File: src/hdl/rfc_pkg.sv
// Shared types and constants of the response frame checker.
package rfc_pkg;

  localparam logic [7:0]  MarkA       = 8'hAA;
  localparam logic [7:0]  MarkB       = 8'h55;
  localparam logic [7:0]  LenCode     = 8'h06;
  localparam logic [3:0]  FrameBytes  = 4'd12;
  localparam logic [3:0]  PosMax      = 4'd15;
  localparam logic [15:0] ErrValue    = 16'hFFFF;

  // Byte positions inside a frame.
  localparam logic [3:0]  PosHdr0     = 4'd0;
  localparam logic [3:0]  PosHdr1     = 4'd1;
  localparam logic [3:0]  PosLen      = 4'd2;
  localparam logic [3:0]  PosDataHi   = 4'd7;
  localparam logic [3:0]  PosDataLo   = 4'd8;
  localparam logic [3:0]  PosParity   = 4'd9;
  localparam logic [3:0]  PosTrl0     = 4'd10;
  localparam logic [3:0]  PosTrl1     = 4'd11;

  // Input command codes.
  localparam logic CmdData = 1'b0;
  localparam logic CmdIdle = 1'b1;

  typedef enum logic [2:0] {
    STATUS_OK          = 3'd0,
    STATUS_BAD_LENGTH  = 3'd1,
    STATUS_BAD_HEADER  = 3'd2,
    STATUS_BAD_TRAILER = 3'd3,
    STATUS_BAD_PARITY  = 3'd4
  } status_e;

  typedef struct packed {
    status_e     status;
    logic [15:0] value;
  } result_t;

endpackage

File: src/hdl/rfc_frame_track.sv
// Per-frame state registers and the end-of-frame verdict.
module rfc_frame_track (
  input  logic             clk_i,
  input  logic             rst_ni,
  input  logic             take_i,
  input  logic             cmd_i,
  input  logic [7:0]       rx_byte_i,
  output rfc_pkg::result_t result_o
);

  logic [3:0]  pos_q, pos_d;
  logic [7:0]  par_q, par_d;
  logic        hdr_bad_q, hdr_bad_d;
  logic        len_bad_q, len_bad_d;
  logic        trl_bad_q, trl_bad_d;
  logic [7:0]  rx_par_q, rx_par_d;
  logic [15:0] data_q, data_d;

  always_comb begin
    pos_d     = pos_q;
    par_d     = par_q;
    hdr_bad_d = hdr_bad_q;
    len_bad_d = len_bad_q;
    trl_bad_d = trl_bad_q;
    rx_par_d  = rx_par_q;
    data_d    = data_q;
    if (take_i) begin
      if (cmd_i == rfc_pkg::CmdIdle) begin
        // Every end of frame starts a fresh frame, whatever the verdict.
        pos_d     = '0;
        par_d     = '0;
        hdr_bad_d = 1'b0;
        len_bad_d = 1'b0;
        trl_bad_d = 1'b0;
        rx_par_d  = '0;
        data_d    = '0;
      end else begin
        if (pos_q >= rfc_pkg::PosLen && pos_q <= rfc_pkg::PosDataLo) begin
          par_d = par_q ^ rx_byte_i;
        end
        case (pos_q)
          rfc_pkg::PosHdr0:   if (rx_byte_i != rfc_pkg::MarkA) hdr_bad_d = 1'b1;
          rfc_pkg::PosHdr1:   if (rx_byte_i != rfc_pkg::MarkB) hdr_bad_d = 1'b1;
          rfc_pkg::PosLen:    if (rx_byte_i != rfc_pkg::LenCode) len_bad_d = 1'b1;
          rfc_pkg::PosDataHi: data_d = {rx_byte_i, data_q[7:0]};
          rfc_pkg::PosDataLo: data_d = {data_q[15:8], rx_byte_i};
          rfc_pkg::PosParity: rx_par_d = rx_byte_i;
          rfc_pkg::PosTrl0:   if (rx_byte_i != rfc_pkg::MarkB) trl_bad_d = 1'b1;
          rfc_pkg::PosTrl1:   if (rx_byte_i != rfc_pkg::MarkA) trl_bad_d = 1'b1;
          default: ;
        endcase
        if (pos_q != rfc_pkg::PosMax) begin
          pos_d = pos_q + 4'd1;
        end
      end
    end
  end

  always_ff @(posedge clk_i or negedge rst_ni) begin
    if (!rst_ni) begin
      pos_q     <= '0;
      par_q     <= '0;
      hdr_bad_q <= 1'b0;
      len_bad_q <= 1'b0;
      trl_bad_q <= 1'b0;
      rx_par_q  <= '0;
      data_q    <= '0;
    end else begin
      pos_q     <= pos_d;
      par_q     <= par_d;
      hdr_bad_q <= hdr_bad_d;
      len_bad_q <= len_bad_d;
      trl_bad_q <= trl_bad_d;
      rx_par_q  <= rx_par_d;
      data_q    <= data_d;
    end
  end

  // The first failing check in the order length, header, trailer, parity wins.
  always_comb begin
    if (pos_q != rfc_pkg::FrameBytes || len_bad_q) begin
      result_o.status = rfc_pkg::STATUS_BAD_LENGTH;
    end else if (hdr_bad_q) begin
      result_o.status = rfc_pkg::STATUS_BAD_HEADER;
    end else if (trl_bad_q) begin
      result_o.status = rfc_pkg::STATUS_BAD_TRAILER;
    end else if (par_q != rx_par_q) begin
      result_o.status = rfc_pkg::STATUS_BAD_PARITY;
    end else begin
      result_o.status = rfc_pkg::STATUS_OK;
    end
    result_o.value = (result_o.status == rfc_pkg::STATUS_OK) ? data_q : rfc_pkg::ErrValue;
  end

endmodule

File: config.mk
export PLATFORM = sky130hd
export DESIGN_NAME = rfc_frame_track
export DESIGN_NICKNAME = d
export VERILOG_FILES = /design/src/hdl/rfc_pkg.sv /design/src/hdl/rfc_frame_track.sv
export SDC_FILE = /design/constraint.sdc
export NUM_CORES = 1
export LEC_CHECK = 0
export ABC_CLOCK_PERIOD_IN_PS = 4050
export BUFFER_PORTS_ARGS = -buffer_cell sky130_fd_sc_hd__buf_2
export CORE_UTILIZATION = 60
export CTS_BUF_LIST = sky130_fd_sc_hd__clkbuf_8
export DETAILED_ROUTE_END_ITERATION = 10
export GPL_TIMING_DRIVEN = 1
export PLACE_DENSITY = 0.91
export SLEW_MARGIN = 20
export SYNTH_ARGS = -nofsm -noshare
export SYNTH_HDL_FRONTEND = slang
export SYNTH_SLANG_ARGS = --single-unit
File: constraint.sdc
create_clock -name clk_i -period 4.05 [get_ports clk_i]
set_clock_uncertainty 0.2 [all_clocks]
set_input_delay 1.215 -clock clk_i [delete_from_list [all_inputs] [get_ports clk_i]]
set_output_delay 1.215 -clock clk_i [all_outputs]
set_load 0.02 [all_outputs]
==> results.md, run 1 <==
* CTS H-tree lvls at 2
* Most Crowded Layer GR: met2
* Final Cell Area at 0.00245 mm^2
* Layout cells sized above 1 at 16.1%
* Max Buffers Root-to-Sink at 2
* Setup ws final at 0.600 ns
* Synth Flop Type: dfrtp_1
* Dominant cells by area after synthesis: dfrtp_1 45%, nand2_1 6.7%, o2bb2ai_1 6.4%
* Top Family by Delay on Critical Path: simple AND/OR/NAND/NOR gates
* Clock period minus worst slack at 3.45 ns
* Num CTS Buffers at 5
* Hold violation count in the final report at 0
* Layout Nets at 270
* Clock sink total at 39
* Int Pwr at 0.715 mW
* Die area at between 0.003 and 0.004 mm^2
* Postcts setup bufs at 0
* Initial Util at ~64%
* Die height at between 60 and 70 um
* FP Rows at 21
* Final setup fails at 0
* Ant. Diodes at 0
* Switching power total at 0.276 mW
* Gr ovfl total at 0
* Vias post-DR at 1831
* Placed Cells at 293
* Ys async rst share at 100%
* PortBufs at 30
* Slowest-stage cell, CP: dfrtp_1
* CP Buf/Inv Count at 3
* Commonest cells in the netlist: 39 x dfrtp_1, 39 x nand2_1, 17 x nand2b_1
* Max Clk Rate at 290 MHz
* Setup TNS at 0 ns
* Worst-path clk slew at 0.07 ns
* Post-synth top area share at 44.8%
* Critical Path RT at roughly 2.6 ns
* Top cell type by total area after synthesis: dfrtp_1
* Yosys reg bits at 39
* Total GRT Usage at 28.2%
* Clk_lat worst skew at 0.29 ns
* Slew Limit Fails at 0
* Outcome: finished, final reports clean
* Top Ports at 31
* Reg power frac at 48.5%
* Pre-CTS setup slack at about 0.94 ns
* HP Class: flip-flop to flip-flop
* First-iteration detailed-routing DRC count at 126
* Sw Ratio at 27.8%
* Root buffer cell: clkbuf_8
* Post-synthesis average cell area at approximately 9.5 um^2
* MaxCap Viol Count at 0
* Synth Cell Area at 0.00218 mm^2
* Layout Cells excl Fill at between 300 and 400
* Worst Tran Pin Value at 0.932 ns
* Largest net degree at the start of global routing at 40
* PD cells at just over 400 mW/mm^2
* First-pass GRT wire length at about 8500 um
* Placed Area at 0.00233 mm^2
* Core area at 0.00342 mm^2
* Crit-path max cell delay at 0.44 ns
* Yosys Warn Count at 0
* Hold_buf cts at 0
* Vias per inst at 6.08
* Post-route DRC at 0
* Vias in the first global route at 1772
* Post-synthesis sequential area ratio at 44.8%
* P_leak at 1.11 nW
* Crit-path cells: inv_1, ha_1, and4b_1, nand2_1, nor3_1, buf_4, nand2b_1, buf_2
* Part of the cycle the worst path needs at 85.2%
* Mean routed wirelength per cell at 15.9 um
* Area delta synth->final at 12.4%
* Met2 usage at 41.5%
* Max rail drop VDD at 0.000236 V
* Post-detail-place hpwl at about 3200 um
* Combinational share of power at 17.4%
* Critical Path Sink Type: output port
* Max FO, Critical Path at 16
* CP arrival at ~2.0 ns
* RSZ-0062 raised after global routing: false
* Syn Nets at 246
* Post-CTS sizing at 0
* Pre-antenna DRT Iters at 5
* Number of synthesized flops with an enable pin at 0
* Antenna violations before repair at 0
* CP Launch Type: flip-flop
* Routability cong. at 0.905
* Final wirelength at between 4000 and 5000 um
* Synthesized instance count at 230
* Worst setup path class: flip-flop to output port
* Synth cell types at 37
* TritonCTS clock tree: yes
* Routing usage on met1 at between 30% and 40%
* Clock Power Share at 34.0%
* Slew HR at 37.4%
* Met3 GRT Util at approximately 7.4%
* Routed Antenna Nets at 0
* Width of the die at 62.3 um
[registers in the layout, indices dropped and copies added (netlist names)]
register,cells
len_bad_q,1
hdr_bad_q,1
trl_bad_q,1
par_q,8
data_q,16
rx_par_q,8
pos_q,4
[path summary, 6_finish.rpt]
path                             from          end  slack (ns)  cells past startpoint
min reg2reg                data_q[14]   data_q[14]        0.28                      2
max                          pos_q[0]  result_o[2]        0.60                      8
min                        data_q[14]   data_q[14]        0.28                      2
max in group asynchronous      rst_ni  rx_par_q[1]        2.31                      1
min in group asynchronous      rst_ni    data_q[6]        0.82                      1
max reg2reg                  pos_q[2]     par_q[0]        1.64                      4
[routing by layer]
metal / up-vias / part of all wire (%)
met5: - / 0
met4: 0 / 1.9
met3: 11 / 7.1
met2: 83 / 47
met1: 859 / 44
li1: 878 / -
[cell usage in the layout, fill, tap and decap left out, drive strengths merged, types with 7 or more instances in the layout]
cell type  count
buf           32
nand2b        17
nand2         39
o21ai         11
dfrtp         39
nor2          10
a22oi          8
or4            7
o211ai         8
mux2i          8
xnor2          8
o2bb2ai       16
[stage by stage]
step / hold slack (ns) / power [mW] / util [%]
6_report: 0.275 / 0.991 / 71.7
3_5_place_dp: 0.264 / 0.656 / 68.3
2_1_floorplan: 0.241 / 0.606 / -
3_3_place_gp: 0.254 / 0.646 / 68.3
4_1_cts: 0.281 / 0.990 / 71.7
5_1_grt: 0.320 / 1.04 / 71.7
[cell type report]
cell class	count	area, um^2
Timing Repair Buffer	32	165
Fill cell	244	966
Sequential cell	39	976
Clock inverter	2	35.0
Clock buffer	6	82.6
Multi-Input combinational cell	170	1110
Inverter	6	22.5
Tap cell	46	57.6
[worst register-to-register path: stages, from the launching register on]
cell	delay, ns
dfrtp_1	0.48
or4b_1	0.76
o211a_2	0.32
or4_1	0.50
nand2_1	0.08
[cell families after synthesis]
family / share of synthesized area, %
AOI/OAI and AO/OA: 17.3
xor gates and xnor gates: 3.62
adders and majority gates: 2.30
buffers and inverters: 4.25
DFF: 44.8
muxes: 3.67
and+or+nand+nor: 24.1
[power by group through the flow]
stage	Clock, mW	Sequential [mW]	Combinational, mW
final	0.337	0.481	0.173
after global routing	0.362	0.489	0.194
after CTS	0.338	0.480	0.172
after detailed placement	0	0.487	0.169
after global placement	0	0.484	0.162
after floorplan	0	0.474	0.131
Note: power is estimated with default switching activity, not from simulation.
==> inputs of run 2 (changes only) <==
--- a/config.mk
+++ b/config.mk
@@ -11,6 +11,7 @@
 export CTS_BUF_LIST = sky130_fd_sc_hd__clkbuf_8
 export DETAILED_ROUTE_END_ITERATION = 10
 export GPL_TIMING_DRIVEN = 1
+export HOLD_SLACK_MARGIN = 0.02
 export PLACE_DENSITY = 0.91
 export SLEW_MARGIN = 20
 export SYNTH_ARGS = -nofsm -noshare
==> constraint.sdc (replaced) <==
create_clock -name clk_i -period 4.05 [get_ports clk_i]
set_clock_uncertainty 0.2 [all_clocks]
set_input_delay 1.215 -clock clk_i [delete_from_list [all_inputs] [get_ports clk_i]]
set_output_delay 1.215 -clock clk_i [all_outputs]
set_load 0.01 [all_outputs]
==> run 2 against run 1 <==
Net effect: hold slack got worse by 0.0014 ns; sequential share of layout area rose by 0.082 points; count of clock-buffer cells in the layout fell by 1; global-route usage fell by 1.0 points; via count fell by 2.2%; clock power fell by 3%; critical path depth did not move.
==> results.md, run 2 (same netlist as run 1, synthesis figures left out) <==
* Worst setup path class: flip-flop to output port
* Placed Area at 0.00233 mm^2 (unchanged)
* R2r worst-path depth at 4 (unchanged)
* Slew Limit Fails at 0 (unchanged)
* Routability cong. at 0.903 (-0.13%)
* Core area at 0.00342 mm^2 (unchanged)
* Post-detail-place hpwl at 3250 um (+1.8%)
* Hold violation count in the final report at 0 (unchanged)
* Root buffer cell: clkbuf_8
* Postcts setup bufs at 0 (unchanged)
* CP arrival at 2.01 ns (-0.02 ns)
* Vias post-DR at 1790 (-2.2%)
* Max Buffers Root-to-Sink at 2 (unchanged)
* Min-Delay Path Depth at 2 (unchanged)
* FP Rows at 21 (unchanged)
* Die area at 0.00388 mm^2 (unchanged)
* Critical Path Sink Type: output port
* Part of the cycle the worst path needs at 84.6% (-0.58 points)
* Total GRT Usage at 27.1% (-1.0 points)
* MaxCap Viol Count at 0 (unchanged)
* Hold_buf cts at 0 (unchanged)
* Hold wc startpoint: data_q[14]
* Layout cells sized above 1 at 16.1% (unchanged)
* First-iteration detailed-routing DRC count at 95 (-25%)
* Clk_lat worst skew at 0.29 ns (about the same)
* Vias per inst at 5.95 (-2.2%)
* Outcome: finished, final reports clean
* Final Power at 0.980 mW (-1.1%)
* CTS H-tree lvls at 2 (unchanged)
* Mean routed wirelength per cell at 15.8 um (-1.1%)
* Max rail drop VDD at 0.000250 V (+6.0%)
* Biggest register: data_q
* Post-layout util at 71.6% (-0.15 points)
* Vias in the first global route at 1722 (-2.8%)
* Top Ports at 31 (unchanged)
* Crit-path max cell delay at 0.44 ns (about the same)
* Post-CTS sizing at 0 (unchanged)
* Pre-CTS setup slack at 0.954 ns (+0.0134 ns)
* TritonCTS clock tree: yes
* Top Registers: data_q x16, par_q x8, rx_par_q x8
* Area delta synth->final at 12.2%
* Post-route DRC at 0 (unchanged)
* Final Cell Area at 0.00244 mm^2 (-0.20%)
* Worst-path clk slew at 0.08 ns (about the same)
* CP Buf/Inv Count at 3 (unchanged)
* PD cells at 401 mW/mm^2 (-0.94%)
* Gr ovfl total at 0 (unchanged)
* Pre-antenna DRT Iters at 4 (-1)
* First-pass GRT wire length at 8130 um (-4.0%)
* Top Family by Delay on Critical Path: simple AND/OR/NAND/NOR gates
* Setup ws final at 0.624 ns (+0.0235 ns)
* Critical Path RT at 2.63 ns (about the same)
* Largest net degree at the start of global routing at 40 (unchanged)
* Final wirelength at 4750 um (-1.1%)
* Final setup fails at 0 (unchanged)
* P_leak at 1.11 nW (-0.28%)
* RSZ-0062 raised after global routing: false
* Max FO, Critical Path at 16 (unchanged)
* Ant. Diodes at 0 (unchanged)
* Reg2Reg Setup Slack at 1.62 ns (-0.02 ns)
* Reg2Reg Capture Point: par_q[0]
* Slowest-stage cell, CP: dfrtp_1
* Layout Nets at 270 (unchanged)
* Crit-path cells: inv_1, ha_1, and4b_1, nand2_1, nor3_1, buf_4, nand2b_1, buf_2
* Clock period minus worst slack at 3.43 ns (-0.0235 ns)
* R2r startpoint: pos_q[2]
* Most frequent cells in the layout: 39 x nand2_1, 39 x dfrtp_1, 30 x buf_2
* Worst Tran Pin Value at 0.916 ns (-0.0168 ns)
* PortBufs at 30 (unchanged)
* Hold EP: data_q[14]
* Clock sink total at 39 (unchanged)
* Die height at 62.3 um (unchanged)
* Antenna violations before repair at 0 (unchanged)
* Setup TNS at 0 ns (unchanged)
* Max FFs per register at 16 (unchanged)
* Routed Antenna Nets at 0 (unchanged)
* Slew HR at 38.5% (+1.1 points)
* CP Launch Type: flip-flop
* Initial Util at 63.8% (unchanged)
* Num CTS Buffers at 5 (unchanged)
* Max Clk Rate at 292 MHz (+0.69%)
* HP Class: flip-flop to flip-flop
* Width of the die at 62.3 um (unchanged)
## run 2: cell count changes in the layout (fill, tap and decap cells not counted)
cell,delta
clkbuf_8,-1
clkinv_4,+1
## run 2: power by group
group          internal [mW]  switching (mW)  leakage (nW)
Clock                  0.183           0.144        0.0581
Sequential             0.439          0.0425         0.523
Combinational         0.0769          0.0942         0.529
## run 2: layer usage
layer	GRT usage (%)	vias up	part of all wire [%]
li1	-	877	-
met1	37.3	837	46
met2	41.6	63	46
met3	4.78	13	5.5
met4	13.1	0	2.0
met5	0	-	0
## run 2: through the flow
| stage | hold slack (ns) | cells |
|---|---|---|
| global placement | 0.254 | 293 |
| global route | 0.317 | 301 |
| CTS | 0.278 | 301 |
| floorplan | 0.241 | 230 |
| finish | 0.274 | 301 |
| detailed placement | 0.262 | 293 |
## run 2: worst reg2reg max path, stage by stage (launching register included)
cell and delay, ns:
dfrtp_1 0.49, or4b_1 0.77, o211a_2 0.33, or4_1 0.51
nand2_1 0.09
## run 2: worst max-delay path by stage
stage	from	to	slack [ns]	depth (start not counted)
2_1_floorplan	pos_q[0]	result_o[10]	0.75	7
5_1_grt	pos_q[0]	result_o[9]	0.39	8
3_3_place_gp	pos_q[0]	result_o[6]	1.01	8
3_5_place_dp	pos_q[0]	result_o[0]	0.95	8
6_report	pos_q[0]	result_o[0]	0.62	8
4_1_cts	pos_q[0]	result_o[0]	0.63	8
## run 2: layout make-up
cell class	count	area [um^2]
inverter	6	22.5
tap	46	57.6
timing repair buffer	32	165
multi-input combinational	170	1110
sequential	39	976
clock buffer	5	68.8
clock inverter	3	43.8
fill	258	971
